$ cat src/rtl/fods_pkg.sv
package fods_pkg;

  localparam int SAMPLE_BITS = 32;
  localparam int MAX_POINTS  = 4096;
  localparam int MAX_VARS    = 8;
  localparam int MIN_POINTS  = 5;
  localparam int TAPS        = 5;
  localparam int HIST_TAPS   = TAPS - 1;

  localparam int DERIV_W     = 36;
  localparam int PT_W        = 12;
  localparam int VAR_W       = 3;
  localparam int WT_W        = 7;

  localparam int CFG_W       = 13;
  localparam int CFG_IDX_W   = 1;
  localparam int LP_REG_W    = 13;
  localparam int NV_REG_W    = 4;

  localparam int IN_DATA_W   = 32;
  localparam int OUT_USED_W  = DERIV_W + PT_W + VAR_W;
  localparam int OUT_DATA_W  = ((OUT_USED_W + 7) / 8) * 8;

  localparam int QUEUE_DEPTH = 4;

  typedef enum logic [CFG_IDX_W-1:0] {
    REG_LINE_POINTS = 1'd0,
    REG_NUM_VARS    = 1'd1
  } cfg_reg_t;

  // Order matches the bit order of the back end's pending-result mask.
  typedef enum logic [2:0] {
    STC_LEFT0  = 3'd0,
    STC_LEFT1  = 3'd1,
    STC_CENTER = 3'd2,
    STC_RIGHT1 = 3'd3,
    STC_RIGHT0 = 3'd4
  } stencil_t;

  typedef logic signed [SAMPLE_BITS-1:0] sample_t;

  // One classified point: five-sample window (oldest in taps[0]) plus
  // what the back end needs to emit its results.
  typedef struct packed {
    sample_t [TAPS-1:0] taps;
    logic [PT_W-1:0]    pt_c;      // center point index, p - 2
    logic [VAR_W-1:0]   var_idx;
    logic               first;     // left boundary results due
    logic               tail;      // right boundary results due
    logic               line_end;  // tail of the last variable
  } work_t;

  // Weights per tap, tap 0 oldest.
  function automatic logic [TAPS-1:0][WT_W-1:0] stencil_weights(input stencil_t s);
    logic [TAPS-1:0][WT_W-1:0] w;
    case (s)
      STC_LEFT0: begin
        w[0] = WT_W'(-25); w[1] = WT_W'(48);  w[2] = WT_W'(-36);
        w[3] = WT_W'(16);  w[4] = WT_W'(-3);
      end
      STC_LEFT1: begin
        w[0] = WT_W'(-3);  w[1] = WT_W'(-10); w[2] = WT_W'(18);
        w[3] = WT_W'(-6);  w[4] = WT_W'(1);
      end
      STC_CENTER: begin
        w[0] = WT_W'(1);   w[1] = WT_W'(-8);  w[2] = WT_W'(0);
        w[3] = WT_W'(8);   w[4] = WT_W'(-1);
      end
      STC_RIGHT1: begin
        w[0] = WT_W'(-1);  w[1] = WT_W'(6);   w[2] = WT_W'(-18);
        w[3] = WT_W'(10);  w[4] = WT_W'(3);
      end
      STC_RIGHT0: begin
        w[0] = WT_W'(3);   w[1] = WT_W'(-16); w[2] = WT_W'(36);
        w[3] = WT_W'(-48); w[4] = WT_W'(25);
      end
      default: begin
        w = '0;
      end
    endcase
    return w;
  endfunction

endpackage

$ cat src/rtl/fods_front.sv
module fods_front #(
  parameter int MAX_POINTS = fods_pkg::MAX_POINTS,
  parameter int MAX_VARS   = fods_pkg::MAX_VARS
) (
  input  logic                             clk,
  input  logic                             rst_n,
  input  logic                             cfg_we,
  input  logic [fods_pkg::CFG_IDX_W-1:0]   cfg_index,
  input  logic [fods_pkg::CFG_W-1:0]       cfg_wdata,
  input  logic                             in_tvalid,
  output logic                             in_tready,
  input  logic [fods_pkg::IN_DATA_W-1:0]   in_tdata,
  output logic                             wk_valid,
  input  logic                             wk_ready,
  output fods_pkg::work_t                  wk_data
);
  import fods_pkg::*;

  localparam int PW = $clog2(MAX_POINTS);
  localparam int VW = (MAX_VARS > 1) ? $clog2(MAX_VARS) : 1;

  logic [PW-1:0] last_pt_r, pcnt_r, pcnt_nxt, lp_last;
  logic [VW-1:0] last_var_r, vcnt_r, vcnt_nxt, nv_last;
  sample_t       hist_r [MAX_VARS][HIST_TAPS];
  sample_t       row [HIST_TAPS];
  sample_t       x;
  logic          accept;
  int            lp, nv;

  // Clamp register writes to their usable range.
  always_comb begin
    lp = int'(cfg_wdata[LP_REG_W-1:0]);
    if (lp < MIN_POINTS) lp = MIN_POINTS;
    if (lp > MAX_POINTS) lp = MAX_POINTS;
    lp_last = PW'(lp - 1);
    nv = int'(cfg_wdata[NV_REG_W-1:0]);
    if (nv < 1) nv = 1;
    if (nv > MAX_VARS) nv = MAX_VARS;
    nv_last = VW'(nv - 1);
  end

  always_comb begin
    in_tready = wk_ready;
    accept    = in_tvalid && in_tready;
    x         = $signed(in_tdata[SAMPLE_BITS-1:0]);
    for (int k = 0; k < HIST_TAPS; k++) begin
      row[k] = hist_r[vcnt_r][k];
    end
    for (int k = 0; k < HIST_TAPS; k++) begin
      wk_data.taps[k] = row[k];
    end
    wk_data.taps[TAPS-1] = x;
    wk_data.pt_c     = PT_W'(pcnt_r - PW'(2));
    wk_data.var_idx  = VAR_W'(vcnt_r);
    wk_data.first    = (pcnt_r == PW'(4));
    wk_data.tail     = (pcnt_r == last_pt_r);
    wk_data.line_end = (pcnt_r == last_pt_r) && (vcnt_r == last_var_r);
    wk_valid = accept && (pcnt_r >= PW'(4));

    if (vcnt_r == last_var_r) begin
      vcnt_nxt = '0;
      pcnt_nxt = (pcnt_r == last_pt_r) ? '0 : pcnt_r + PW'(1);
    end else begin
      vcnt_nxt = vcnt_r + VW'(1);
      pcnt_nxt = pcnt_r;
    end
  end

  always_ff @(posedge clk) begin
    if (!rst_n) begin
      last_pt_r  <= PW'(MIN_POINTS - 1);
      last_var_r <= '0;
      pcnt_r     <= '0;
      vcnt_r     <= '0;
    end else if (cfg_we) begin
      case (cfg_reg_t'(cfg_index))
        REG_LINE_POINTS: last_pt_r  <= lp_last;
        REG_NUM_VARS:    last_var_r <= nv_last;
        default: ;
      endcase
      // Any write restarts the line.
      pcnt_r <= '0;
      vcnt_r <= '0;
    end else if (accept) begin
      pcnt_r <= pcnt_nxt;
      vcnt_r <= vcnt_nxt;
    end
  end

  // Shift the selected variable's delay line.
  always_ff @(posedge clk) begin
    if (accept) begin
      for (int k = 0; k < HIST_TAPS - 1; k++) begin
        hist_r[vcnt_r][k] <= row[k+1];
      end
      hist_r[vcnt_r][HIST_TAPS-1] <= x;
    end
  end

endmodule

$ cat config.mk
export PLATFORM = sky130hd
export DESIGN_NAME = fods_front
export DESIGN_NICKNAME = d
export VERILOG_FILES = /design/src/rtl/fods_pkg.sv /design/src/rtl/fods_front.sv
export SDC_FILE = /design/constraint.sdc
export NUM_CORES = 1
export LEC_CHECK = 0
export BUFFER_PORTS_ARGS = -buffer_cell sky130_fd_sc_hd__buf_2
export CAP_MARGIN = 10
export CORE_UTILIZATION = 34
export CTS_CLUSTER_SIZE = 28
export DETAILED_ROUTE_END_ITERATION = 10
export PLACE_DENSITY_LB_ADDON = 0.08
export SLEW_MARGIN = 10
export SYNTH_ARGS = -nofsm -noshare
export SYNTH_HDL_FRONTEND = slang
export SYNTH_SLANG_ARGS = --single-unit
$ cat constraint.sdc
create_clock -name clk -period 12 [get_ports clk]
set_input_delay 0.6 -clock clk [delete_from_list [all_inputs] [get_ports clk]]
set_output_delay 0.6 -clock clk [all_outputs]
set_load 0.05 [all_outputs]
# Word-level counts from Yosys, hierarchy flattened
# Memories as Yosys holds them, arrays and structs flattened. A register that Yosys moved wholly into a read port is not among the register bits.
# Index checks and enable logic that the tools add are counted.
[classes]
mux = 10
eq_ne = 3
addsub = 5
order_cmp = 5
bitwise = 2
n_reduce_logical = 7
[op_table]
columns = ["cell", "n"]
rows = [
  ["$mux W12", 2],
  ["$sub A12 B2 Y12 const B", 2],
  ["$gt A13 B13 Y1 const B", 1],
  ["$lt A13 B3 Y1 const B", 1],
  ["$mux W13", 1],
  ["$add A12 B1 Y12 const B", 1],
  ["$eq A12 B12 Y1", 1],
  ["$eq A12 B3 Y1 const B", 1],
  ["$ge A12 B3 Y1 const B", 1],
  ["$mux W3", 4],
  ["$reduce_and A2 Y1", 3],
  ["$gt A4 B4 Y1 const B", 1],
  ["$lt A4 B1 Y1 const B", 1],
  ["$mux W4", 1],
  ["$add A3 B1 Y3 const B", 1],
  ["$eq A3 B3 Y1", 1],
  ["$logic_and A1 B1 Y1", 3],
  ["$sub A3 B2 Y3 const B", 1],
  ["$mux W1", 2],
  ["$not A1 Y1", 2],
  ["$reduce_or A2 Y1", 1],
]
[totals]
out_inout_bits = 180
register_bits = 30
in_bits = 51
elab_cells = 37
mem_bits_rw = 1024
memories = 1
[mem_list]
columns = ["name", "depth", "word_bits", "rd", "rd_clocked_by_memory_dff", "wr", "line_no", "text"]
rows = [
  ["hist_r", 8, 128, 1, 1, 1, "fods_front.sv:24", "sample_t hist_r [MAX_VARS][HIST_TAPS];"],
]

# Logic depth before layout (Yosys ltp)
[logic_depth]
word_depth = 5
depth_mapped = 11
ltp_nobuf = 9

# Worst setup path before layout
# OpenSTA, ideal clock, no wires.
[synth_path]
kind = "in2reg"
startpoint = "input port in_tvalid"
endpoint = "memory hist_r[0][0] (netlist bit), enable pin"
setup_time_ns = 0.772
t_required_ns = 11.228
arrival_time_ns = 9.699
stages = 3
path_buffers = 0
slack_ns = 1.529
cell_sequence = "nand2_1 > or2_2 > nor3_1"
[synth_between]
elab_chain_len = 3
[synth_rtl]
columns = ["item", "line_no", "text"]
rows = [
  ["start, declared", "fods_front.sv:10", "input logic in_tvalid,"],
  ["$logic_and A1 B1 Y1", "fods_front.sv:44", "accept = in_tvalid && in_tready;"],
  ["$mux W1", "fods_front.sv:92", "if (accept) begin"],
  ["$mux W1 (not written as such)", "fods_front.sv:96", "hist_r[vcnt_r][HIST_TAPS-1] <= x;"],
  ["end, declared", "fods_front.sv:24", ""],
]
# Every way passes these cells.

==> flow_summary.json <==
{
  "critical_path_class": "reg -> out",
  "ys.warnings.count": 0,
  "timing.setup.tns_ns": 0,
  "fillers": 10596,
  "syn_area_per_cell_sq_um": 22.4,
  "synth_nets": 1882,
  "ant_nets": 0,
  "reg2regPathDepth": 5,
  "hold_path_class": "in -> reg",
  "outcome": "complete, no violations",
  "grt_pass1_vias": 20438,
  "r2r-end": "hist_r[5][78]$_DFFE_PP_",
  "dp_hpwl_mm": 48.6,
  "cp_max_fo": 130,
  "place_congestion": 0.788,
  "cts_tree": "yes",
  "postCtsSetupBuffers": 0,
  "p_leak_nw": 14.7,
  "post_layout_nonfiller_instances": 3757,
  "required_ns": 11.40,
  "hold_path_depth": 1,
  "synth_area_sq_mm": 0.0408,
  "cts-resized-gates": 0,
  "cap_violations": 0,
  "fin_skew_ns": 0.0274,
  "nets": 2123,
  "clkSlewWorstSetupHoldPaths_ns": 0.06,
  "reg2reg_from": "vcnt_r[2]$_SDFFE_PP0P_",
  "synth_top_area_cell": "edfxtp_1",
  "place_ws_ns": 7.55,
  "gr-total-overflow": 0,
  "post-route-util": 0.399,
  "num_vias": 18623,
  "setup.worst_path.end_class": "output port",
  "port_buffers": 230,
  "finalCritPeriodShare": 0.394,
  "io_pins": 231,
  "async_flop_share": 0,
  "cts_buffers": 115,
  "cts_root_buf": "clkbuf_16",
  "cts.sinks": 1057,
  "ys_seq_area_frac": 0.770,
  "start_util": 0.344,
  "routedWlPerCell_um": 25.0,
  "arrival_ns": 4.12,
  "hp-start": "in_tdata[27]",
  "layout_common_cells": "edfxtp_1, mux4_2, buf_2, mux2_2, clkbuf_16",
  "antenna_found_initial": 4,
  "grtUsageTotal": 0.156,
  "die_w_um": 348,
  "drcViolationCount": 0,
  "synth-edff-count": 1024,
  "ir_drop_v": 0.000126,
  "rrSetupSlack_ns": 8.10,
  "syn_inst": 1824,
  "period_minus_slack_ns": 4.72,
  "report.power.total_mw": 7.89,
  "viasPerCell": 4.96,
  "powerDensity_mw_per_mm2": 167,
  "htree_num_levels": 3,
  "hold_path_end": "hist_r[6][27]$_DFFE_PP_",
  "yosysUniqueCellTypes": 54,
  "drt_iter0_drc": 1145,
  "synth_area_leaders": "edfxtp_1, mux4_2, mux2_2",
  "ys_ff_latch": 1057,
  "fp.dieArea_sq_mm": 0.121,
  "grt_max_degree": 131,
  "dp.cells": 3548,
  "hold_viol": 0,
  "die_height_um": 348,
  "num_rows": 126,
  "worst_skew_pair.late_latency_ns": 0.69,
  "slew_viol_final": 0,
  "cp-start-kind": "flop",
  "syn2layout_area_growth_pct": 16.0,
  "setup_violations": 0,
  "clock_path_buffers": 3,
  "hold_buffers": 0,
  "slew_headroom": 0.266,
  "drive_above_1_share": 0.382,
  "grt_pass1_wl_mm": 138,
  "grt_setup_unrepaired": "no",
  "worstMarginPinSlew_ns": 1.10,
  "yosys.area.top_type_share": 0.754,
  "wirelength_mm": 93.9,
  "setup_slack_ns": 7.28,
  "final_common_cell": "edfxtp_1",
  "firstDrtPassIters": 5,
  "coreArea_sq_mm": 0.119,
  "synth_flop_cell": "edfxtp_1",
  "max_freq_ghz": 0.212
}
## power by group
part | internal (mW) | leakage (nW) | total [mW] | switching (mW)
combinational | 0.0949 | 3.38 | 0.345 | 0.250
sequential | 4.08 | 9.52 | 4.08 | 0.00961
clock | 2.05 | 1.82 | 3.46 | 1.41
## area by class of cell
class	instances	area, sq um	share of cell area
clock inverters	69	663	0.0140
multi-input cells	629	8740	0.185
clock buffers	138	3040	0.0642
diodes	2	5.00	0.000106
flip-flops and latches	1057	31400	0.664
inverters	7	26.3	0.000555
repair buffers	255	1430	0.0301
well taps	1600	2000	0.0423
## flip-flops by register name, summed over array words and instances (netlist names), named ones only
| signal | flops |
|---|---|
| last_var_r | 3 |
| hist_r | 1024 |
| pcnt_r | 12 |
| last_pt_r | 12 |
| vcnt_r | 3 |
## worst max-delay path: stages, from the launching register on
cell and delay (ns):
dfxtp_4 0.66, buf_4 0.85, buf_12 0.73, mux4_2 0.44
mux2_2 0.38, buf_2 0.25
## cells in the mapped netlist (all sizes together) (5+ instances only)
master,instances
nand2b,5
a21oi,15
nor2,32
o21ai,17
mux4,256
buf,77
nor3,15
nor4,6
mux2,128
xor2,20
ha,7
dfxtp,33
nand3,30
a31oi,11
edfxtp,1024
inv,7
nand2,34
clkbuf,54
## logic make-up (layout without fill, tap and decap cells)
kind of cell,after synthesis,after routing,synth area share
simple gates,150,150,0.0183
buf+inv,138,469,0.0170
other cells,0,2,0
xor+xnor,24,24,0.00515
mux,385,385,0.177
compound gates,63,63,0.0105
flops,1057,1057,0.770
fa+ha+maj,7,7,0.00215
## routing by layer
layer	global-route usage	vias up	part of all wire
li1	-	8095	-
met4	0.0389	2	0.015
met2	0.255	358	0.48
met1	0.211	10073	0.45
met3	0.0327	95	0.047
met5	0	-	0.00014
## how the worst max path moves through the flow
stage	startpoint	end	slack, ns	depth (start not counted)
5_1_grt	flop	wk_data[63]	7.06	5
3_3_place_gp	wk_ready	hist_r[5][113]$_DFFE_PP_	7.61	6
6_report	flop	wk_data[63]	7.28	5
4_1_cts	flop	wk_data[83]	7.12	5
3_5_place_dp	wk_ready	hist_r[5][111]$_DFFE_PP_	7.55	6
2_1_floorplan	in_tvalid	hist_r[0][0]$_DFFE_PP_	1.53	3
## per-stage QoR
stage                     hold WS [ns]  cell area, sq um
after global placement           0.496             43600
after floorplan                  0.449             40800
after detailed placement         0.489             43600
after CTS                        0.133             47300
after global routing             0.172             47300
final                            0.200             47300
(Power assumes the default switching activity.)
