<file path="config.mk">
export PLATFORM = sky130hd
export DESIGN_NAME = fods_back
export DESIGN_NICKNAME = d
export VERILOG_FILES = /design/src/rtl/fods_pkg.sv /design/src/rtl/fods_back.sv
export SDC_FILE = /design/constraint.sdc
export NUM_CORES = 2
export LEC_CHECK = 0
export BUFFER_PORTS_ARGS = -buffer_cell sky130_fd_sc_hd__buf_2
export CORE_MARGIN = 5
export CORE_UTILIZATION = 70
export CTS_CLUSTER_SIZE = 24
export DETAILED_ROUTE_END_ITERATION = 16
export GPL_TIMING_DRIVEN = 0
export PLACE_DENSITY = 0.87
export SYNTH_ARGS = -nofsm -noshare
export SYNTH_HDL_FRONTEND = slang
export SYNTH_SLANG_ARGS = --single-unit
export TNS_END_PERCENT = 50
</file>
<file path="constraint.sdc">
create_clock -name clk -period 28.8 [get_ports clk]
set_input_delay 1.44 -clock clk [delete_from_list [all_inputs] [get_ports clk]]
set_output_delay 1.44 -clock clk [all_outputs]
set_load 0.02 [all_outputs]
</file>
<file path="src/rtl/fods_pkg.sv">
package fods_pkg;

  localparam int SAMPLE_BITS = 32;
  localparam int MAX_POINTS  = 4096;
  localparam int MAX_VARS    = 8;
  localparam int MIN_POINTS  = 5;
  localparam int TAPS        = 5;
  localparam int HIST_TAPS   = TAPS - 1;

  localparam int DERIV_W     = 36;
  localparam int PT_W        = 12;
  localparam int VAR_W       = 3;
  localparam int WT_W        = 7;

  localparam int CFG_W       = 13;
  localparam int CFG_IDX_W   = 1;
  localparam int LP_REG_W    = 13;
  localparam int NV_REG_W    = 4;

  localparam int IN_DATA_W   = 32;
  localparam int OUT_USED_W  = DERIV_W + PT_W + VAR_W;
  localparam int OUT_DATA_W  = ((OUT_USED_W + 7) / 8) * 8;

  localparam int QUEUE_DEPTH = 4;

  typedef enum logic [CFG_IDX_W-1:0] {
    REG_LINE_POINTS = 1'd0,
    REG_NUM_VARS    = 1'd1
  } cfg_reg_t;

  // Order matches the bit order of the back end's pending-result mask.
  typedef enum logic [2:0] {
    STC_LEFT0  = 3'd0,
    STC_LEFT1  = 3'd1,
    STC_CENTER = 3'd2,
    STC_RIGHT1 = 3'd3,
    STC_RIGHT0 = 3'd4
  } stencil_t;

  typedef logic signed [SAMPLE_BITS-1:0] sample_t;

  // One classified point: five-sample window (oldest in taps[0]) plus
  // what the back end needs to emit its results.
  typedef struct packed {
    sample_t [TAPS-1:0] taps;
    logic [PT_W-1:0]    pt_c;      // center point index, p - 2
    logic [VAR_W-1:0]   var_idx;
    logic               first;     // left boundary results due
    logic               tail;      // right boundary results due
    logic               line_end;  // tail of the last variable
  } work_t;

  // Weights per tap, tap 0 oldest.
  function automatic logic [TAPS-1:0][WT_W-1:0] stencil_weights(input stencil_t s);
    logic [TAPS-1:0][WT_W-1:0] w;
    case (s)
      STC_LEFT0: begin
        w[0] = WT_W'(-25); w[1] = WT_W'(48);  w[2] = WT_W'(-36);
        w[3] = WT_W'(16);  w[4] = WT_W'(-3);
      end
      STC_LEFT1: begin
        w[0] = WT_W'(-3);  w[1] = WT_W'(-10); w[2] = WT_W'(18);
        w[3] = WT_W'(-6);  w[4] = WT_W'(1);
      end
      STC_CENTER: begin
        w[0] = WT_W'(1);   w[1] = WT_W'(-8);  w[2] = WT_W'(0);
        w[3] = WT_W'(8);   w[4] = WT_W'(-1);
      end
      STC_RIGHT1: begin
        w[0] = WT_W'(-1);  w[1] = WT_W'(6);   w[2] = WT_W'(-18);
        w[3] = WT_W'(10);  w[4] = WT_W'(3);
      end
      STC_RIGHT0: begin
        w[0] = WT_W'(3);   w[1] = WT_W'(-16); w[2] = WT_W'(36);
        w[3] = WT_W'(-48); w[4] = WT_W'(25);
      end
      default: begin
        w = '0;
      end
    endcase
    return w;
  endfunction

endpackage

</file>
<file path="src/rtl/fods_back.sv">
module fods_back (
  input  logic                            clk,
  input  logic                            rst_n,
  input  logic                            wk_valid,
  output logic                            wk_ready,
  input  fods_pkg::work_t                 wk_data,
  output logic                            out_tvalid,
  input  logic                            out_tready,
  output logic [fods_pkg::OUT_DATA_W-1:0] out_tdata,
  output logic                            out_tlast,
  output logic                            out_tuser
);
  import fods_pkg::*;

  localparam int    PROD_W   = SAMPLE_BITS + WT_W;
  localparam int    SUM_W    = SAMPLE_BITS + 8;
  localparam int    M_W      = SUM_W - 2;
  localparam int    SPLIT    = 18;
  localparam int    MH_W     = M_W - SPLIT;
  localparam int    X_W      = MH_W + 1;
  localparam int    K        = (X_W % 2 == 1) ? X_W : X_W + 1;
  localparam longint SPLIT_DIV3 = ((longint'(1) << SPLIT) - 1) / 3;
  localparam longint RECIP3     = ((longint'(1) << K) + 1) / 3;
  localparam int    P1_W     = MH_W + SPLIT - 1;
  localparam int    XC_W     = X_W + K;
  localparam int    Q_W      = ((P1_W > X_W) ? P1_W : X_W) + 1;
  localparam int    PAD_W    = OUT_DATA_W - OUT_USED_W;

  typedef struct packed {
    logic [PT_W-1:0]  pt;
    logic [VAR_W-1:0] var_idx;
    logic             run_last;
    logic             line_done;
  } meta_t;

  // Sequencer state
  logic [TAPS-1:0] mask_r, mask_nxt, init_mask, cur_mask, sel, rem;
  logic            busy_r, busy_nxt, found, issue, advance;
  stencil_t        stc;
  meta_t           meta0;
  logic [TAPS-1:0][WT_W-1:0] wts;
  logic signed [PROD_W-1:0] prod [TAPS];

  // Pipeline
  logic                     s1_v_r, s2_v_r, s3_v_r, s4_v_r, s5_v_r, out_v_r;
  logic signed [PROD_W-1:0] s1_prod_r [TAPS];
  meta_t                    s1_meta_r, s2_meta_r, s3_meta_r, s4_meta_r, s5_meta_r, out_meta_r;
  logic signed [SUM_W-1:0]  s2_sum_r, sum_nxt;
  logic [SUM_W-1:0]         a_nxt;
  logic [M_W-1:0]           s3_m_r;
  logic                     s3_neg_r, s4_neg_r, s5_neg_r;
  logic [MH_W-1:0]          s4_mh_r;
  logic [X_W-1:0]           s4_x_r;
  logic [P1_W-1:0]          s5_p1_r;
  logic [X_W-1:0]           s5_p2_r;
  logic [XC_W-1:0]          xc;
  logic [Q_W-1:0]           q;
  logic [DERIV_W-1:0]       out_deriv_r, deriv_nxt;

  assign advance = !out_v_r || out_tready;

  // Pick the lowest pending result of the head item.
  always_comb begin
    init_mask = {wk_data.tail, wk_data.tail, 1'b1, wk_data.first, wk_data.first};
    cur_mask  = busy_r ? mask_r : init_mask;
    sel       = '0;
    found     = 1'b0;
    stc       = STC_CENTER;
    for (int k = 0; k < TAPS; k++) begin
      if (cur_mask[k] && !found) begin
        sel[k] = 1'b1;
        found  = 1'b1;
        stc    = stencil_t'(3'(k));
      end
    end
    rem      = cur_mask & ~sel;
    issue    = wk_valid && advance;
    wk_ready = advance && (rem == '0);

    meta0.var_idx   = wk_data.var_idx;
    meta0.run_last  = (rem == '0);
    meta0.line_done = (rem == '0) && wk_data.line_end;
    case (stc)
      STC_LEFT0:  meta0.pt = '0;
      STC_LEFT1:  meta0.pt = PT_W'(1);
      STC_CENTER: meta0.pt = wk_data.pt_c;
      STC_RIGHT1: meta0.pt = wk_data.pt_c + PT_W'(1);
      STC_RIGHT0: meta0.pt = wk_data.pt_c + PT_W'(2);
      default:    meta0.pt = wk_data.pt_c;
    endcase

    busy_nxt = busy_r;
    mask_nxt = mask_r;
    if (issue) begin
      busy_nxt = (rem != '0);
      mask_nxt = rem;
    end

    wts = stencil_weights(stc);
    for (int k = 0; k < TAPS; k++) begin
      prod[k] = PROD_W'($signed(wk_data.taps[k])) * PROD_W'($signed(wts[k]));
    end
  end

  // Sum, then round-half-away division by 12: floor((|s|+6)/4) / 3, the /3 split
  // into a high part times (2^SPLIT-1)/3 plus a reciprocal multiply on the rest.
  always_comb begin
    sum_nxt = '0;
    for (int k = 0; k < TAPS; k++) begin
      sum_nxt = sum_nxt + SUM_W'(s1_prod_r[k]);
    end
    a_nxt = s2_sum_r[SUM_W-1] ? (~s2_sum_r + SUM_W'(7)) : (s2_sum_r + SUM_W'(6));
    xc    = XC_W'(s4_x_r) * XC_W'(RECIP3);
    q     = Q_W'(s5_p1_r) + Q_W'(s5_p2_r);
    deriv_nxt = s5_neg_r ? DERIV_W'(~q + Q_W'(1)) : DERIV_W'(q);
  end

  always_ff @(posedge clk) begin
    if (!rst_n) begin
      busy_r  <= 1'b0;
      mask_r  <= '0;
      s1_v_r  <= 1'b0;
      s2_v_r  <= 1'b0;
      s3_v_r  <= 1'b0;
      s4_v_r  <= 1'b0;
      s5_v_r  <= 1'b0;
      out_v_r <= 1'b0;
    end else begin
      busy_r <= busy_nxt;
      mask_r <= mask_nxt;
      if (advance) begin
        s1_v_r  <= issue;
        s2_v_r  <= s1_v_r;
        s3_v_r  <= s2_v_r;
        s4_v_r  <= s3_v_r;
        s5_v_r  <= s4_v_r;
        out_v_r <= s5_v_r;
      end
    end
  end

  always_ff @(posedge clk) begin
    if (advance) begin
      for (int k = 0; k < TAPS; k++) begin
        s1_prod_r[k] <= prod[k];
      end
      s1_meta_r   <= meta0;
      s2_sum_r    <= sum_nxt;
      s2_meta_r   <= s1_meta_r;
      s3_m_r      <= a_nxt[SUM_W-1:2];
      s3_neg_r    <= s2_sum_r[SUM_W-1];
      s3_meta_r   <= s2_meta_r;
      s4_mh_r     <= s3_m_r[M_W-1:SPLIT];
      s4_x_r      <= X_W'(s3_m_r[M_W-1:SPLIT]) + X_W'(s3_m_r[SPLIT-1:0]);
      s4_neg_r    <= s3_neg_r;
      s4_meta_r   <= s3_meta_r;
      s5_p1_r     <= P1_W'(s4_mh_r) * P1_W'(SPLIT_DIV3);
      s5_p2_r     <= xc[XC_W-1:K];
      s5_neg_r    <= s4_neg_r;
      s5_meta_r   <= s4_meta_r;
      out_deriv_r <= deriv_nxt;
      out_meta_r  <= s5_meta_r;
    end
  end

  assign out_tvalid = out_v_r;
  assign out_tdata  = {{PAD_W{1'b0}}, out_meta_r.var_idx, out_meta_r.pt, out_deriv_r};
  assign out_tlast  = out_meta_r.run_last;
  assign out_tuser  = out_meta_r.line_done;

endmodule

</file>
; ---- Word level (Yosys, flattened, before mapping)
; Memories as Yosys holds them, arrays and structs flattened.
; Index checks and enable logic that the tools add are counted.
[totals]
out_inout_bits = 60
memories = 1
ff_bits = 328
ramBits = 195
in_bits = 182
wordCells = 105
[memory_table]
columns = memory, depth, width, rd, rd_clocked_by_memory_dff, write_ports, line
row1 = s1_prod_r, 5, 39, 5, 0, 5, fods_back.sv:46  ; logic signed [PROD_W-1:0] s1_prod_r [TAPS];
[op_classes]
bitwise = 4
muxes = 20
n_mul = 7
addsub = 11
n_eq_ne = 4
n_reduce_logical = 16
[op_table]
columns = operator, count
row1 = $mul 32x7->39, 5
row2 = $pmux 35 s5, 1
row3 = $add 40x39->40, 3
row4 = $add 40x4->40 const B, 2
row5 = $pmux 12 s4, 1
row6 = $mul 21x20->41 const B, 1
row7 = $add 39x39->40, 1
row8 = $mux 40, 1
row9 = $not 40->40, 1
row10 = $add 36x1->36 const B, 1
row11 = $add 36x20->36, 1
row12 = $mul 20x17->36 const B, 1
row13 = $mux 36, 1
row14 = $not 36->36, 1
row15 = $add 20x18->21, 1
row16 = $add 12x1->12 const B, 1
row17 = $add 12x2->12 const B, 1
row18 = $mux 3, 4
row19 = $mux 1, 10
row20 = $logic_and 1x1->1, 7
row21 = $eq 3x2->1 const B, 2
row22 = $and 5x5->5, 1
row23 = $logic_not 1->1, 5
row24 = $logic_not 5->1, 1
row25 = other kinds (8), 8

; ---- Depth between registers and ports, before layout
[logic_depth]
word_depth = 18
depth_mapped = 28
mapped_depth_nobuf = 26

; ---- Worst setup path after synthesis
; No wires, ideal clock.
[synth_path]
path_type = input-to-reg
startpoint = input port out_tready
endpoint = register mask_r[2]
t_required_ns = 28.667
setup_ns = 0.133
slack_ns = 14.691
arrival_ns = 13.977
stages = 5
path_buffers = 1
path_cell_list = nor2b_1 -> clkbuf_1 -> inv_1 -> nand2_1 -> o221a_2
[synth_via]
elab_chain_cells = 2
[synth_rtl]
columns = element, line
row1 = start: declaration, fods_back.sv:8  ; input logic out_tready,
row2 = $logic_or 1x1->1, fods_back.sv:60  ; assign advance = !out_v_r || out_tready;
row3 = $logic_and 1x1->1, fods_back.sv:77  ; issue = wk_valid && advance;
row4 = end signal: assignment, fods_back.sv:130  ; mask_r <= mask_nxt;
row5 = end: declaration, fods_back.sv:37  ; logic [TAPS-1:0] mask_r, mask_nxt, init_mask, cur_mask, sel, rem;
; No other way between the ends.
; A chain may end at the register's enable or synchronous reset.

==> results.yml <==
worst_setup_path:
  crit_end: "s1_prod_r[0][38]"
  endpoint_kind: "register"
  cp.buffers_inverters: 6
  crit_type: "in2reg"
  timing.rr.end: "s1_prod_r[0][38]"
  critPathRequiredTime_ns: 29.21
  crit_family: "simple AND/OR/NAND/NOR gates"
  cp.arrival_ns: 11.33
  reg2reg_slack_ns: 18.28
  slowest_stage: "nor2_1"
  cp-startpoint: "wk_data[2]"
  cp.depth: 27
  r2r_cells: 26
  startpoint_type: "input pin"
  worst-path-max-fanout: 10
  max_stage_delay_ns: 1.06
  r2r_start: "busy_r"
synthesis:
  ys_seq_area_share_pct: 21.98
  ys_top_cells_by_area: "fa_1 30%, edfxtp_1 22%, ha_1 15%"
  ys.flop_type: "edfxtp_1"
  synth-edff-count: 508
  synthXorXnorAreaFrac_pct: 4.802
  synthTopCellsByCount: "1409 x inv_1, 1041 x fa_1, 843 x ha_1, 508 x edfxtp_1, 433 x nand2_1"
  synth_compound_area_share_pct: 8.847
  synth_top_family_by_area: "adder cells"
  synth.most_common_cell: "inv_1"
  synth_simple_gate_area_share_pct: 11.06
  syn-cell-area_mm2: 0.07041
  yosysWarningCount: 0
  synth_top_area_share_pct: 29.60
  synthCells: 6902
  synth_top_area_cell: "fa_1"
  async_flop_share_pct: 0
  syn_area_per_cell_um2: 10.20
  muxShareOfSynthArea_pct: 0.04265
  synth-seq-cells: 519
  synthAdderAreaFrac_pct: 44.65
  yosysUniqueCellTypes: 94
sta:
  hold_violations: 0
  finalCritPeriodShare_pct: 37.92
  rsz0062_at_grt: "no"
  setup_ws_ns: 17.88
  min_period_ns: 10.92
  worstMarginPinSlew_ns: 1.505
  skew_ns: 0.01589
  tns_ns: 0
  max_freq_ghz: 0.09157
  drv_slew: 11
  slew_headroom_pct: -0.3185
  hold_slack_ns: 0.4138
  setup_violations: 0
routing:
  ant_nets: 0
  wl_um: 180200
  drc: 0
  first_pass_iters: 6
  vias_per_cell: 6.012
  drt_iter0_markers: 4329
  wire_per_inst_um: 20.98
  vias: 51630
hold_path:
  holdPathStages: 0
  min_path_type: "reg2reg"
  hold_start: "s5_meta_r[16]"
clocking:
  post-cts-setup-buffers: 0
  cts_tree: "yes"
  root_buffer: "clkbuf_16"
  numClockSinks: 519
  path_clk_slew_ns: 0.06
  clk_latency_ns: 0.66
  cts_buffers: 58
  ctsResizeCount: 0
  cts_buffer_depth: 3
  hold_buffers: 0
  cts_max_level: 2
die:
  die_h_um: 327.1
  io_pins: 242
  rows: 116
  dieArea_mm2: 0.1070
  core_mm2: 0.1000
  fp.dieW_um: 327.1
  initial_core_util_pct: 70.40
global_routing:
  gr-usage-all-layers_pct: 33.89
  grt_max_degree: 142
  grt_pass1_wl_um: 283600
  antenna_found_initial: 49
  grt_overflow_total: 0
  grt_pass1_vias: 54283
outcome:
  status: "complete, but fails checks"
  violations: "capacitance limit, slew limit"
place:
  place_hpwl_um: 149600
  portBuffers: 231
  place_ws_ns: 17.68
  finalWeightedCongestion: 0.9717
cells_and_area:
  drive_gt1_share_pct: 5.245
  syn_to_final_growth_pct: 6.997
  nets: 9266
flow_run:
  maxCapViolCount: 1
-- stage by stage --
step / instance area [um2] / util [%] / cells
finish: 75330 / 75.33 / 8588
global route: 75300 / 75.30 / 8576
CTS: 75220 / 75.22 / 8543
detailed placement: 73300 / 73.29 / 8438
global placement: 73200 / 73.20 / 8435
floorplan: 70420 / - / 6906
-- per-layer routing --
metal | global-route usage [%] | part of all wire, % | vias up
li1 | - | - | 23151
met1 | 41.00 | 36 | 25474
met2 | 56.41 | 48 | 2348
met3 | 6.112 | 7.9 | 643
met4 | 21.73 | 7.5 | 14
met5 | 0 | 0.051 | -
-- worst reg2reg max path: stages, from the launching register on --
cell,delay [ns]
dfxtp_1,0.33
clkbuf_1,0.21
nor2_1,1.12
nor2_1,0.55
nand2_1,0.70
nor2_1,0.29
nor2_1,0.86
clkbuf_1,0.72
nand2_1,0.19
fa_1,0.56
fa_1,0.55
inv_1,0.05
fa_1,0.47
inv_1,0.06
fa_1,0.47
inv_1,0.04
ha_1,0.31
o21a_1,0.15
a2111oi_0,0.63
o21ai_0,0.41
and3_1,0.30
o21ai_0,0.26
nand3b_1,0.20
a2111oi_0,0.41
o21ai_0,0.16
a21oi_1,0.19
xnor2_1,0.08
-- state kept, by name, summed over array words and instances (netlist names), 20 cells and up --
name         cells
s1_prod_r      192
out_deriv_r     36
s3_m_r          38
s5_p2_r         20
s2_sum_r        40
s4_mh_r         20
s4_x_r          21
s5_p1_r         36
-- layout by cell type, fill, tap and decap left out, types with 10 or more instances in the layout --
master and instances:
dfxtp_1 11, clkinv_1 10, o31ai_1 23, a21o_1 148
ha_1 843, nand2_1 433, and3_1 128, a21boi_0 27
nand4_1 38, o21ai_0 167, diode_2 45, nor2b_1 36
or3_1 87, a31oi_1 43, o211ai_1 20, nor2_1 317
o21bai_1 37, edfxtp_1 508, and2_1 261, or4_1 15
fa_1 1041, or2_2 16, clkbuf_1 187, o21a_1 44
xor2_1 116, inv_1 1408, a21oi_1 267, nor3_1 58
clkbuf_16 60, nand2b_1 40, buf_2 235, nor3b_1 10
a211oi_1 31, xnor2_1 270, and4_1 10, nand3_1 69
o22ai_1 10
-- cell type report --
| class | count | area [um2] |
|---|---|---|
| Multi-Input combinational cell | 4782 | 48890 |
| Fill cell | 6745 | 24670 |
| Sequential cell | 519 | 15470 |
| Inverter | 1412 | 5308 |
| Tap cell | 1298 | 1624 |
| Clock buffer | 70 | 1539 |
| Timing Repair Buffer | 234 | 1239 |
| Buffer | 193 | 760.7 |
| Clock inverter | 35 | 382.9 |
| Antenna cell | 45 | 112.6 |
-- how the worst min path moves through the flow --
stage	to	slack, ns
after floorplan	out_tdata[36]	0.40
after global placement	s2_meta_r[11]	0.40
after detailed placement	out_tdata[38]	0.40
after CTS	out_tdata[47]	0.42
after global routing	s4_meta_r[5]	0.42
final	out_tdata[47]	0.41
-- cell families (layout without fill, tap and decap cells) --
group	count (synthesis)	in the layout
adders and majority gates	1889	1889
xor gates and xnor gates	386	386
and+or+nand+nor	1549	1549
buffers and inverters	1605	1944
other	1	50
muxes	3	3
AOI/OAI and AO/OA	950	950
DFF	519	519
Power is not shown: default switching activity piles up to over one toggle a cycle in this logic, so the estimate is an artifact.
