[src/rtl/fods_pkg.sv]
package fods_pkg;

  localparam int SAMPLE_BITS = 32;
  localparam int MAX_POINTS  = 4096;
  localparam int MAX_VARS    = 8;
  localparam int MIN_POINTS  = 5;
  localparam int TAPS        = 5;
  localparam int HIST_TAPS   = TAPS - 1;

  localparam int DERIV_W     = 36;
  localparam int PT_W        = 12;
  localparam int VAR_W       = 3;
  localparam int WT_W        = 7;

  localparam int CFG_W       = 13;
  localparam int CFG_IDX_W   = 1;
  localparam int LP_REG_W    = 13;
  localparam int NV_REG_W    = 4;

  localparam int IN_DATA_W   = 32;
  localparam int OUT_USED_W  = DERIV_W + PT_W + VAR_W;
  localparam int OUT_DATA_W  = ((OUT_USED_W + 7) / 8) * 8;

  localparam int QUEUE_DEPTH = 4;

  typedef enum logic [CFG_IDX_W-1:0] {
    REG_LINE_POINTS = 1'd0,
    REG_NUM_VARS    = 1'd1
  } cfg_reg_t;

  // Order matches the bit order of the back end's pending-result mask.
  typedef enum logic [2:0] {
    STC_LEFT0  = 3'd0,
    STC_LEFT1  = 3'd1,
    STC_CENTER = 3'd2,
    STC_RIGHT1 = 3'd3,
    STC_RIGHT0 = 3'd4
  } stencil_t;

  typedef logic signed [SAMPLE_BITS-1:0] sample_t;

  // One classified point: five-sample window (oldest in taps[0]) plus
  // what the back end needs to emit its results.
  typedef struct packed {
    sample_t [TAPS-1:0] taps;
    logic [PT_W-1:0]    pt_c;      // center point index, p - 2
    logic [VAR_W-1:0]   var_idx;
    logic               first;     // left boundary results due
    logic               tail;      // right boundary results due
    logic               line_end;  // tail of the last variable
  } work_t;

  // Weights per tap, tap 0 oldest.
  function automatic logic [TAPS-1:0][WT_W-1:0] stencil_weights(input stencil_t s);
    logic [TAPS-1:0][WT_W-1:0] w;
    case (s)
      STC_LEFT0: begin
        w[0] = WT_W'(-25); w[1] = WT_W'(48);  w[2] = WT_W'(-36);
        w[3] = WT_W'(16);  w[4] = WT_W'(-3);
      end
      STC_LEFT1: begin
        w[0] = WT_W'(-3);  w[1] = WT_W'(-10); w[2] = WT_W'(18);
        w[3] = WT_W'(-6);  w[4] = WT_W'(1);
      end
      STC_CENTER: begin
        w[0] = WT_W'(1);   w[1] = WT_W'(-8);  w[2] = WT_W'(0);
        w[3] = WT_W'(8);   w[4] = WT_W'(-1);
      end
      STC_RIGHT1: begin
        w[0] = WT_W'(-1);  w[1] = WT_W'(6);   w[2] = WT_W'(-18);
        w[3] = WT_W'(10);  w[4] = WT_W'(3);
      end
      STC_RIGHT0: begin
        w[0] = WT_W'(3);   w[1] = WT_W'(-16); w[2] = WT_W'(36);
        w[3] = WT_W'(-48); w[4] = WT_W'(25);
      end
      default: begin
        w = '0;
      end
    endcase
    return w;
  endfunction

endpackage

[src/rtl/fods_queue.sv]
module fods_queue (
  input  logic            clk,
  input  logic            rst_n,
  input  logic            push_valid,
  output logic            push_ready,
  input  fods_pkg::work_t push_data,
  output logic            pop_valid,
  input  logic            pop_ready,
  output fods_pkg::work_t pop_data
);
  import fods_pkg::*;

  localparam int AW = $clog2(QUEUE_DEPTH);

  work_t         mem_r [QUEUE_DEPTH];
  logic [AW-1:0] wr_ptr_r, rd_ptr_r;
  logic [AW:0]   count_r;
  logic          push, pop;

  always_comb begin
    push_ready = (count_r != (AW+1)'(QUEUE_DEPTH));
    pop_valid  = (count_r != '0);
    pop_data   = mem_r[rd_ptr_r];
    push       = push_valid && push_ready;
    pop        = pop_valid && pop_ready;
  end

  always_ff @(posedge clk) begin
    if (!rst_n) begin
      wr_ptr_r <= '0;
      rd_ptr_r <= '0;
      count_r  <= '0;
    end else begin
      if (push) wr_ptr_r <= wr_ptr_r + AW'(1);
      if (pop)  rd_ptr_r <= rd_ptr_r + AW'(1);
      case ({push, pop})
        2'b10:   count_r <= count_r + (AW+1)'(1);
        2'b01:   count_r <= count_r - (AW+1)'(1);
        default: count_r <= count_r;
      endcase
    end
  end

  always_ff @(posedge clk) begin
    if (push) mem_r[wr_ptr_r] <= push_data;
  end

endmodule

[config.mk]
export PLATFORM = sky130hd
export DESIGN_NAME = fods_queue
export DESIGN_NICKNAME = d
export VERILOG_FILES = /design/src/rtl/fods_pkg.sv /design/src/rtl/fods_queue.sv
export SDC_FILE = /design/constraint.sdc
export NUM_CORES = 1
export LEC_CHECK = 0
export BUFFER_PORTS_ARGS = -buffer_cell sky130_fd_sc_hd__buf_2
export CAP_MARGIN = 30
export CORE_ASPECT_RATIO = 0.9
export CORE_MARGIN = 5
export CORE_UTILIZATION = 40
export DETAILED_ROUTE_END_ITERATION = 6
export SKIP_LAST_GASP = 1
export SLEW_MARGIN = 20
export SYNTH_ARGS = -nofsm -noshare
export SYNTH_HDL_FRONTEND = slang
export SYNTH_SLANG_ARGS = --single-unit
[constraint.sdc]
create_clock -name clk -period 7.9 [get_ports clk]
set_input_delay 1.185 -clock clk [delete_from_list [all_inputs] [get_ports clk]]
set_output_delay 1.185 -clock clk [all_outputs]
set_load 0.01 [all_outputs]
=== After elaboration in Yosys (flattened, before gate mapping) ===
Memories as Yosys holds them, arrays and structs flattened. A register that Yosys moved wholly into a read port is not among the register bits.
Index checks and enable logic that the tools add are counted.

* Eq/ne operators: 3
* Multiplexer cells: 5
* Add/sub/neg operators: 4
* Reductions and logical operators: 4

{| class="wikitable"
|+ Operators by type and width
! kind !! count
|-
| case mux 3 bit (2 select lines) || 1
|-
| adder 2 x 1 -> 2 bit, second input constant || 2
|-
| two-way mux 2 bit || 2
|-
| adder 3 x 1 -> 3 bit, second input constant || 1
|-
| inequality test 3 bit, second input constant || 1
|-
| nonzero test 3 bit || 1
|-
| subtractor 3 x 1 -> 3 bit, second input constant || 1
|-
| == test 2 x 1 -> 1 bit, second input constant || 1
|-
| == test 2 bit, second input constant || 1
|-
| logical AND 1 bit || 2
|-
| two-way mux 1 bit || 2
|-
| nonzero test 2 bit || 1
|}

* Memory bits (writable): 712
* Memories kept: 1
* Output and inout port bits: 180
* Register bits: 7
* Input port bits: 182

{| class="wikitable"
|+ Memory list
! name !! words !! width !! read ports !! clocked after memory_dff !! wr ports !! RTL line !! RTL
|-
| mem_r || 4 || 178 || 1 || 1 || 1 || fods_queue.sv:15 || <nowiki>work_t mem_r [QUEUE_DEPTH];</nowiki>
|}

=== Depth between registers and ports, before layout ===
Gate-level depths: netlist of the first run.

* Word-level depth: 4
* Gate-level depth with buffers: 9
* Mapped depth without buffers: 9

=== Worst setup path before layout of the first run ===
Ideal clock, no wire load.

* Path type: input port to flip-flop
* Start: input port push_valid
* End: memory mem_r[0][0] (netlist name) (enable)
* Path slack: 1.663 ns
* Data arrival time: 5.677 ns
* Library setup time: 0.560 ns
* Cell stages on the path: 2
* Cells stage by stage: a21boi_1 and2_1

* Word-level cells in the longest chain between the ends: 3

{| class="wikitable"
|+ RTL lines
! element !! RTL line !! RTL
|-
| start, declared || fods_queue.sv:4 || <nowiki>input logic push_valid,</nowiki>
|-
| logical AND 1 bit || fods_queue.sv:24 || <nowiki>push = push_valid && push_ready;</nowiki>
|-
| two-way mux 1 bit || fods_queue.sv:45 || <nowiki>if (push) mem_r[wr_ptr_r] <= push_data;</nowiki>
|-
| two-way mux 1 bit (not written as such) || fods_queue.sv:45 ||
|-
| end, declared || fods_queue.sv:15 ||
|}

Every way passes these cells.

==> results.md, run 1 <==
Synth:
- A synthesized cell averages 26.6 µm².
- The number of warning messages in the yosys log is 0.
- The number of synthesized flops with an enable pin is 712.
- In the synthesized netlist, the number of instances is 982.
- The total standard cell area after synthesis is 26200 µm².
- Counting distinct cell types in the post-synthesis netlist gives 22.
- After synthesis, the share of flip-flops with an asynchronous set or reset is 0.
- The most used flip-flop cell after synthesis is sky130_fd_sc_hd__edfxtp_1.
- In this run, synthesis produced a sequential element count of 721.
- The synthesized netlist net count is 1170.
- The share of the Yosys chip area taken by registers is 0.824.

Place:
- The total instance count after detailed placement is 2182.
- The wire-length estimate of the detail-placed layout is 30400 µm.
- The count of buffers inserted at the top-level ports is 361.
- The final RePlAce weighted congestion is 0.713.

Clocking:
- The clock latency on the worst-skew pair is 600 ps.
- In this run the post-CTS setup repair buffer count came out at 0.
- Counting the buffers created by CTS gives 74.
- Hold repair after CTS inserted 0 buffers.
- In this run the clock root is driven by a sky130_fd_sc_hd__clkbuf_16.
- Post-CTS repair changed the size of 0 cells.
- The buffer depth of the longest clock path is 3.
- The count of H-tree levels built during CTS is 3.
- The clock drives 721 sinks.
- The clock transition at the register clock pins on the worst setup and hold paths after CTS is 50 ps.
- The clock tree from TritonCTS is yes.

GRT:
- The sum of overflow across all layers after global routing is 0.
- The layer flagged by global routing as most heavily used is met2.
- The global-route wire length before repair is 78200 µm.
- For this run, global-route usage on met1 was measured as 0.196.
- The global-route track usage on met3 is 0.0519.
- The number of global-route vias before repair is 12400.
- The number of antenna violations at the first check in global routing was 12.
- The maximum number of pins on one net before global-route repair is 102.
- In the global route stage, overall resource usage came out at 0.145.
- The met2 demand-to-capacity share in global routing is 0.227.

Timing:
- Dividing the final minimum period by the clock period gives 0.558.
- In this run the tightest slew margin relative to its limit is 0.378.
- The worst path needs 4410 ps of the cycle, external delays included.
- The final setup violation count is 0.
- Adding up every negative setup slack in the final design gives 0 ps.
- On the final layout, the worst hold slack is 511 ps.
- The pin slew with the least headroom to its limit is 933 ps.
- Setup repair after global routing left no endpoint under its margin.
- For the final database, setup skew stands at 20.5 ps.
- The achievable clock frequency is 227 MHz.
- The final count of hold timing violations is 0.
- The total count of max-transition violations in the final report is 0.

Power:
- Power spread over the standard cell area amounts to 327 nW/µm².
- The total leakage power is 10.3 nW.
- VDD sags by at most 0.000216 V.

Setup path:
- The startpoint-to-endpoint class of the critical path is reg2out.
- The element type at the critical path end is an output port.
- The maximum fanout encountered on the critical timing path is 101.
- The startpoint identified for the worst register-to-register timing path is count_r[0].
- The worst endpoint required time is 6710 ps.
- The worst setup path is launched from a flop.
- For the worst setup path, the data arrival time is 3220 ps.
- The setup check on the worst reg-to-reg path leaves a slack of 5260 ps.

Route:
- Using the TritonRoute via totals, the vias-per-cell ratio works out to 5.04.
- The detailed-routing iteration count for the pre-antenna-repair pass is 5.
- The routed design has 51900 µm of wire.
- The detailed router finished its first iteration with 722 violations.
- The residual DRC count is 0.
- The detail route stage leaves a number of antenna-violating nets equal to 0.
- Dividing the detail-routed wire length by the instance count gives 22.4 µm.
- Across all layers, the routed design uses 11700 vias.

Die:
- The die boundary height is 253 µm.
- 362 I/O pins were placed.
- For this configuration, the core starts out at a cell density of 0.402.
- The total area inside the core boundary comes to 65100 µm².
- The die footprint is 70600 µm².
- The die boundary width is 280 µm.
- The row count is 89.

Run status:
- The run finished with clean final reports.

Layout:
- The area overhead of the layout relative to synthesis is 19.5%.
- The library cells used most frequently in the layout, excluding fill and tap cells, are 712 x sky130_fd_sc_hd__edfxtp_1, 361 x sky130_fd_sc_hd__buf_2, 178 x sky130_fd_sc_hd__mux4_2, 77 x sky130_fd_sc_hd__clkbuf_16, 18 x sky130_fd_sc_hd__clkbuf_1.
- The number of standard cells in the layout, taps in and fillers out is 2314.
- The count of nets after finishing is 1583.
- The library cell used most frequently in the layout, excluding fill and tap cells, is sky130_fd_sc_hd__edfxtp_1.
- In the final layout, the share of cells above drive strength 1 is 0.454.

Job:
- The number of maximum-capacitance violations is 0.

Min path:
- The startpoint of the most critical hold path is wr_ptr_r[1].
- The worst min-delay path category is reg2reg.
## routing by layer
metal | part of all wire | vias to the layer above
met4 | 0.024 | 18
li1 | - | 5087
met1 | 0.41 | 6113
met5 | 0.0028 | -
met2 | 0.48 | 330
met3 | 0.083 | 113
## cells by family after synthesis
logic type               after synthesis  synth area share
buffers and inverters                 47            0.0120
flip-flops                           721             0.824
multiplexers                         180             0.154
adder cells (fa/ha/maj)                6           0.00316
AO/OA/AOI/OAI                          6           0.00163
AND/OR/NAND/NOR                       18           0.00363
XOR/XNOR                               4           0.00134
## synth_stat cells, types with 3 or more instances
cell,count,share of area
sky130_fd_sc_hd__buf_6,15,0.0065
sky130_fd_sc_hd__ha_1,5,0.0024
sky130_fd_sc_hd__buf_2,19,0.0036
sky130_fd_sc_hd__and2_1,7,0.0017
sky130_fd_sc_hd__nand2_1,6,0.00086
sky130_fd_sc_hd__clkbuf_1,7,0.0010
sky130_fd_sc_hd__mux4_2,178,0.15
sky130_fd_sc_hd__dfxtp_1,9,0.0069
sky130_fd_sc_hd__xnor2_1,3,0.0010
sky130_fd_sc_hd__inv_1,6,0.00086
sky130_fd_sc_hd__edfxtp_1,712,0.82
## path summary, 6_finish.rpt
path                  endpoint  depth (start not counted)
setup / recovery  pop_data[78]                          4
hold / removal     wr_ptr_r[1]                          2
setup reg to reg  mem_r[1][27]                          5
hold reg to reg    wr_ptr_r[1]                          2
## critical path, stage by stage (launching register included)
cell                      delay (ps)
sky130_fd_sc_hd__dfxtp_4         350
sky130_fd_sc_hd__buf_12          650
sky130_fd_sc_hd__buf_4           730
sky130_fd_sc_hd__mux4_2          610
sky130_fd_sc_hd__buf_2           170
## registers in the layout, indices dropped and copies added, names as in the netlist, named ones only
register / count
count_r: 3
mem_r: 712
rd_ptr_r: 2
wr_ptr_r: 2
## layout make-up
cell class	instances	area, µm²
Antenna cell	6	15.0
Inverter	6	22.5
Tap cell	864	1080
Fill cell	5362	33900
Sequential cell	721	21600
Multi-Input combinational cell	214	4290
Timing Repair Buffer	378	2040
Clock inverter	30	243
Clock buffer	95	1990
## stage by stage
stage	total power, mW	setup slack [ps]	area, µm²	util
2_1_floorplan	6.34	1660	26200	-
3_3_place_gp	7.10	3920	28900	0.444
3_5_place_dp	7.13	3910	29000	0.445
4_1_cts	10.4	3260	31200	0.479
5_1_grt	10.7	3180	31200	0.480
6_report	10.2	3490	31300	0.480
## report_power, final
| part | leakage, nW | switching [mW] | internal, mW |
|---|---|---|---|
| sequential | 6.61 | 0.0840 | 4.61 |
| combinational | 2.59 | 1.22 | 1.07 |
| clock | 1.08 | 1.38 | 1.85 |
| total | 10.3 | 2.69 | 7.53 |
Power figures use the tool's default switching activity.
==> run 2, diff against run 1 <==
==> constraint.sdc (replaced) <==
create_clock -name clk -period 4.3 [get_ports clk]
set_input_delay 0.645 -clock clk [delete_from_list [all_inputs] [get_ports clk]]
set_output_delay 0.645 -clock clk [all_outputs]
set_load 0.01 [all_outputs]
==> results.md, run 2 (same netlist as run 1, synthesis figures left out) <==
Run status:
- Run status: finished, final reports clean (unchanged).

Route:
- The routed wire length came to 53400 µm (was 51900 µm).
- The ratio of routed vias to standard cells is 5.03 (was 5.04).
- The via count of the routed design is 11800 (was 11700).
- The mean routed wirelength per cell was 22.7 µm (was 22.4 µm).
- The count of nets left with antenna violations after detail routing is 0 (unchanged).
- The detailed-routing iteration count for the pre-antenna-repair pass is 4 (was 5).
- The residual DRC count is 0 (unchanged).
- The DRC marker count from the first detailed-route iteration came to 810 (was 722).

Timing:
- Based on the critical path, the design can be clocked at up to 318 MHz.
- The worst max-slew margin expressed relative to the limit is 0.407 (was 0.378).
- The hold slack came to 250 ps (was 511 ps).
- The clock skew is 20.5 ps (about the same).
- The pin slew with the least headroom to its limit is 889 ps (was 933 ps).
- The routed design could run at a clock period as short as 3150 ps.
- The period utilization is 0.732.
- The total count of max-transition violations in the final report is 0 (unchanged).
- The final count of hold timing violations is 0 (unchanged).
- The final setup violation count is 0 (unchanged).
- The accumulated negative setup slack is 0 ps (unchanged).
- Unrepaired setup endpoints after global routing: false (unchanged).

Setup path:
- The maximum fanout encountered on the critical timing path is 48 (was 101).
- The startpoint of the most critical register-to-register path is count_r[1] (was count_r[0]).
- The largest delay contributor family on the critical path is flip-flops (was buffers and inverters).
- The cell with the biggest individual delay on the critical path is sky130_fd_sc_hd__dfxtp_4 (was sky130_fd_sc_hd__buf_4).
- Sequence of cells on the critical path: buf_4 > mux4_2 > buf_2 (was buf_12 > buf_4 > mux4_2 > buf_2).
- The number of buffers and inverters on the critical path is 2 (was 3).
- The count of cells along the worst register-to-register path is 4 (was 5).
- The worst stage delay on the critical path is 930 ps (was 730 ps).
- The termination of the worst setup path is pop_data[49] (was pop_data[78]).
- The destination of the worst register-to-register timing path is mem_r[2][102] (was mem_r[1][27]).
- The number of stages on the worst setup path is 3 (was 4).
- The worst endpoint required time is 3650 ps (was 6710 ps).
- The startpoint kind of the worst setup timing path is a flop (unchanged).
- The startpoint-to-endpoint class of the critical path is reg2out (unchanged).
- The critical path arrival is 2500 ps (was 3220 ps).
- The element type at the critical path end is an output port (unchanged).
- The setup slack of the worst register-to-register path is 1750 ps (was 5260 ps).

Layout:
- The area overhead of the layout relative to synthesis is 21.3% (was 19.5%).
- The post-route cell area was 31700 µm² (was 31300 µm²).
- The flip-flop count of the largest register after layout was 712 (unchanged).
- The share of post-route cells with drive strength above 1 is 0.466 (was 0.454).
- Leading cell types in the layout, fill and taps excluded: 712 x sky130_fd_sc_hd__edfxtp_1, 361 x sky130_fd_sc_hd__buf_2, 178 x sky130_fd_sc_hd__mux4_2, 78 x sky130_fd_sc_hd__clkbuf_16, 22 x sky130_fd_sc_hd__clkbuf_1 (was 712 x sky130_fd_sc_hd__edfxtp_1, 361 x sky130_fd_sc_hd__buf_2, 178 x sky130_fd_sc_hd__mux4_2, 77 x sky130_fd_sc_hd__clkbuf_16, 18 x sky130_fd_sc_hd__clkbuf_1).
- The final-layout fill cell count is 5318 (was 5362).
- Biggest registers after layout: mem_r (712), count_r (3) (unchanged).
- The register with the most flip-flops is mem_r (unchanged).
- The most common library cell in the layout ignoring fill and taps is sky130_fd_sc_hd__edfxtp_1 (unchanged).
- The count of nets after finishing is 1604 (was 1583).

Die:
- The die boundary height is 253 µm (unchanged).
- The die boundary width is 280 µm (unchanged).
- The placeable core region is 65100 µm² (unchanged).
- The count of pins on the block boundary came to 362 (unchanged).
- The initial core utilization is 0.402 (unchanged).
- The die footprint is 70600 µm² (unchanged).
- The row count is 89 (unchanged).

Power:
- The maximum resistive drop on vdd was 0.000404 V (was 0.000216 V).
- The total leakage power was 10.5 nW (was 10.3 nW).
- The power per cell area was 610 nW/µm² (was 327 nW/µm²).
- The power consumption came to 19.3 mW (was 10.2 mW).

GRT:
- The number of global-route vias before repair was 12700 (was 12400).
- The global-route wire length before repair came to 79400 µm (was 78200 µm).
- The number of antenna violations at the first check in global routing is 15 (was 12).
- The maximum number of pins on one net before global-route repair is 50 (was 102).
- The total track usage is 0.150 (was 0.145).
- The sum of overflow across all layers after global routing is 0 (unchanged).

Job:
- The number of maximum-capacitance violations was 0 (unchanged).

Place:
- The count of buffers inserted at the top-level ports came to 361 (unchanged).
- The detailed placer's ending HPWL was 33500 µm (was 30400 µm).
- The final RePlAce weighted congestion is 0.723 (was 0.713).
- The post-place instance area came to 29300 µm² (was 29000 µm²).

Clocking:
- The clock tree from TritonCTS is yes (unchanged).
- The clock latency on the worst-skew pair is 600 ps (about the same).
- The number of buffers created by CTS is 75 (was 74).
- The count of H-tree levels built during CTS is 3 (unchanged).
- The hold buffer count at CTS is 0 (unchanged).
- The clock root buffer master is sky130_fd_sc_hd__clkbuf_16 (unchanged).
- The number of clock sinks came to 721 (unchanged).
- The number of setup buffers added after CTS is 0 (unchanged).
- The clock transition at the register clock pins on the worst setup and hold paths after CTS is 60 ps (was 50 ps).
- The buffer depth of the longest clock path is 3 (unchanged).
- The number of instances resized during post-cts repair is 0 (unchanged).

Min path:
- The worst min-delay path category was in2reg (was reg2reg).
run 2: cell type report:
class                           instances  area, µm²  area share
Sequential cell                       721      21600       0.680
Inverter                                6       22.5    0.000710
Tap cell                              864       1080      0.0341
Clock inverter                         38        422      0.0133
Multi-Input combinational cell        214       4290       0.135
Antenna cell                            8       20.0    0.000631
Clock buffer                          100       2030      0.0641
Timing Repair Buffer                  398       2300      0.0724
run 2: per-stage QoR:
stage | worst slack, ps | instances | utilization
floorplan | 571 | 982 | -
global placement | 1540 | 2203 | 0.449
detailed placement | 1450 | 2203 | 0.449
CTS | 1010 | 2341 | 0.487
global route | 930 | 2344 | 0.487
finish | 1150 | 2349 | 0.487
run 2: how the worst min path moves through the flow:
| stage | cells past startpoint | slack (ps) | start | to |
|---|---|---|---|---|
| finish | 1 | 250 | push_data[118] | mem_r[0][118] |
| floorplan | 2 | 470 | wr_ptr_r[1] | wr_ptr_r[1] |
| global placement | 2 | 480 | wr_ptr_r[0] | wr_ptr_r[0] |
| CTS | 1 | 190 | push_data[175] | mem_r[2][175] |
| global route | 1 | 200 | push_data[6] | mem_r[3][6] |
| detailed placement | 2 | 500 | wr_ptr_r[0] | wr_ptr_r[0] |
run 2: routing by layer:
metal	GRT usage	up-vias	wire, µm
li1	-	5150	-
met1	0.197	6194	21500
met2	0.239	351	26000
met3	0.0523	112	4360
met4	0.0454	14	1430
met5	0	-	83
run 2: where the power goes:
group,internal [mW],switching [mW],total [mW]
registers,8.47,0.235,8.70
logic,2.04,2.22,4.26
clock network,3.82,2.56,6.39
run 2: worst register-to-register path, cell delays in order (launching register included):
cell and delay [ps]:
sky130_fd_sc_hd__dfxtp_1 410, sky130_fd_sc_hd__nor2_1 90, sky130_fd_sc_hd__a21boi_1 500, sky130_fd_sc_hd__and2_4 710
sky130_fd_sc_hd__buf_4 480
==> run 3, diff against run 2 <==
==> constraint.sdc (replaced) <==
create_clock -name clk -period 2.7 [get_ports clk]
set_input_delay 0.405 -clock clk [delete_from_list [all_inputs] [get_ports clk]]
set_output_delay 0.405 -clock clk [all_outputs]
set_load 0.01 [all_outputs]
==> results.md, run 3 (same netlist as run 1, synthesis figures left out) <==
Setup path:
- The startpoint-to-endpoint class of the critical path is reg2out (unchanged).
- The largest delay contributor family on the critical path is buffers and inverters (was flip-flops).
- The termination of the worst setup path is pop_data[134] (was pop_data[49]).
- The critical path arrival is 2230 ps (was 2500 ps).
- The cell with the biggest individual delay on the critical path is sky130_fd_sc_hd__mux4_2 (was sky130_fd_sc_hd__dfxtp_4).
- The startpoint of the most critical register-to-register path was count_r[1] (unchanged).
- The element type at the critical path end is an output port (unchanged).
- The worst endpoint required time is 2300 ps (was 3650 ps).
- The maximum fanout encountered on the critical timing path is 30 (was 48).
- The setup slack of the worst register-to-register path is 630 ps (was 1750 ps).
- The number of buffers and inverters on the critical path is 3 (was 2).
- The destination of the worst register-to-register timing path was count_r[2] (was mem_r[2][102]).
- The number of stages on the worst setup path is 4 (was 3).
- The worst stage delay on the critical path was 590 ps (was 930 ps).
- The count of cells along the worst register-to-register path is 10 (was 4).
- The startpoint kind of the worst setup timing path is a flop (unchanged).
- Sequence of cells on the critical path: buf_4 > buf_16 > mux4_2 > buf_2 (was buf_4 > mux4_2 > buf_2).

Place:
- The total instance count after detailed placement is 2232 (was 2203).
- The count of buffers inserted at the top-level ports is 361 (unchanged).
- The post-place instance area came to 29700 µm² (was 29300 µm²).
- The final RePlAce weighted congestion came to 0.725 (was 0.723).
- The detailed placer's ending HPWL came to 33700 µm (was 33500 µm).

Timing:
- Unrepaired setup endpoints after global routing: true (was false).
- The worst path in the final design needs a cycle of 2640 ps, including I/O delays and setup.
- The pin slew with the least headroom to its limit is 451 ps (was 889 ps).
- The accumulated negative setup slack is 0 ps (unchanged).
- The clock skew was 16.5 ps (was 20.5 ps).
- The total count of max-transition violations in the final report came to 0 (unchanged).
- The worst max-slew margin expressed relative to the limit is 0.696 (was 0.407).
- The period utilization is 0.978.
- The final setup violation count is 0 (unchanged).
- Derived from the worst setup path, the maximum achievable clock frequency is 379 MHz.
- The final count of hold timing violations is 0 (unchanged).

Layout:
- Leading cell types in the layout, fill and taps excluded: 712 x sky130_fd_sc_hd__edfxtp_1, 361 x sky130_fd_sc_hd__buf_2, 178 x sky130_fd_sc_hd__mux4_2, 174 x sky130_fd_sc_hd__dlygate4sd3_1, 73 x sky130_fd_sc_hd__clkbuf_16 (was 712 x sky130_fd_sc_hd__edfxtp_1, 361 x sky130_fd_sc_hd__buf_2, 178 x sky130_fd_sc_hd__mux4_2, 78 x sky130_fd_sc_hd__clkbuf_16, 22 x sky130_fd_sc_hd__clkbuf_1).
- The flip-flop count of the largest register after layout is 712 (unchanged).
- The post-route cell area is 33900 µm² (was 31700 µm²).
- The register with the most flip-flops is mem_r (unchanged).
- The most common library cell in the layout ignoring fill and taps is sky130_fd_sc_hd__edfxtp_1 (unchanged).
- Biggest registers after layout: mem_r (712), count_r (3) (unchanged).
- The count of nets after finishing is 1806 (was 1604).
- The number of standard cells in the layout, taps in and fillers out is 2544 (was 2349).
- The share of post-route cells with drive strength above 1 is 0.426 (was 0.466).
- The area overhead of the layout relative to synthesis is 29.5% (was 21.3%).
- The share of the core filled with cells is 0.520 (was 0.487).

Die:
- The initial core utilization is 0.402 (unchanged).
- The count of pins on the block boundary is 362 (unchanged).
- The placeable core region is 65100 µm² (unchanged).
- The row count came to 89 (unchanged).
- The die boundary width is 280 µm (unchanged).
- The die footprint is 70600 µm² (unchanged).
- The die boundary height is 253 µm (unchanged).

Power:
- The total leakage power is 11.4 nW (was 10.5 nW).
- The power per cell area came to 920 nW/µm² (was 610 nW/µm²).
- The maximum resistive drop on vdd came to 0.000652 V (was 0.000404 V).

GRT:
- The total track usage is 0.150 (about the same).
- The number of antenna violations at the first check in global routing came to 6 (was 15).
- The maximum number of pins on one net before global-route repair was 55 (was 50).
- The number of global-route vias before repair is 13300 (was 12700).
- The global-route wire length before repair is 81300 µm (was 79400 µm).
- The sum of overflow across all layers after global routing is 0 (unchanged).

Clocking:
- The count of H-tree levels built during CTS is 3 (unchanged).
- The clock latency on the worst-skew pair is 600 ps (about the same).
- The clock root buffer master is sky130_fd_sc_hd__clkbuf_16 (unchanged).
- The buffer depth of the longest clock path is 3 (unchanged).
- The clock transition at the register clock pins on the worst setup and hold paths after CTS was 60 ps (about the same).
- The number of buffers created by CTS is 73 (was 75).
- The number of clock sinks came to 721 (unchanged).
- The clock tree from TritonCTS is yes (unchanged).
- The number of setup buffers added after CTS is 0 (unchanged).

Route:
- The ratio of routed vias to standard cells is 4.90 (was 5.03).
- The mean routed wirelength per cell is 21.0 µm (was 22.7 µm).
- The residual DRC count is 0 (unchanged).
- The DRC marker count from the first detailed-route iteration is 719 (was 810).
- The routed wire length is 53400 µm (about the same).
- The via count of the routed design is 12500 (was 11800).
- The count of nets left with antenna violations after detail routing is 0 (unchanged).
- The detailed-routing iteration count for the pre-antenna-repair pass is 5 (was 4).

Job:
- The number of maximum-capacitance violations is 0 (unchanged).

Min path:
- The worst min-delay path category is in2reg (unchanged).

Run status:
- Run status: finished, final reports clean (unchanged).
[run 3: final cells by class]
cell class                      instances  area, µm²
Fill cell                            5102      31300
Sequential cell                       721      21600
Timing Repair Buffer                  602       4470
Multi-Input combinational cell        214       4290
Clock buffer                           88       1880
Tap cell                              864       1080
Clock inverter                         45        532
Inverter                                6       22.5
Antenna cell                            4       10.0
[run 3: metal layers]
metal | vias to the layer above | wire length, µm | track usage
li1 | 5546 | - | -
met2 | 336 | 26200 | 0.241
met1 | 6495 | 22600 | 0.205
met3 | 84 | 3550 | 0.0423
met4 | 4 | 1080 | 0.0413
met5 | - | 19 | 0
[run 3: how the worst min path moves through the flow]
stage / startpoint / to / slack (ps) / cells after the start
2_1_floorplan: wr_ptr_r[1] / wr_ptr_r[1] / 470 / 2
3_3_place_gp: wr_ptr_r[1] / wr_ptr_r[1] / 480 / 2
3_5_place_dp: wr_ptr_r[0] / wr_ptr_r[0] / 500 / 2
4_1_cts: push_data[154] / mem_r[3][154] / 3 / 1
5_1_grt: push_data[154] / mem_r[2][154] / 20 / 1
6_report: push_data[171] / mem_r[2][171] / 60 / 1
[run 3: per-stage QoR]
step           hold slack (ps)  setup slack, ps  power [mW]
2_1_floorplan              468             -829        18.4
3_3_place_gp               478              544        21.3
3_5_place_dp               501              530        21.3
4_1_cts                   3.30            -49.3        31.8
5_1_grt                   20.9            -69.3        32.6
6_report                  56.4             60.7        31.2
[run 3: where the power goes]
group	internal [mW]	switching [mW]
clock network	5.91	4.11
registers	13.5	0.237
logic	3.68	3.77
[run 3: repair_timing]
action                                 CTS  global route
cloned                                   1             0
hold buffers                           174             0
gates resized for setup                  2             1
endpoints found under the hold margin  693             0
setup endpoints to repair               34            47
[run 3: worst reg2reg max path: cells and delay by family, from the launching register on]
kind,cells,cell delay [ps]
fa+ha+maj,2,540
simple gates,2,430
xor+xnor,1,150
compound gates,2,240
flops,1,350
buf+inv,3,290
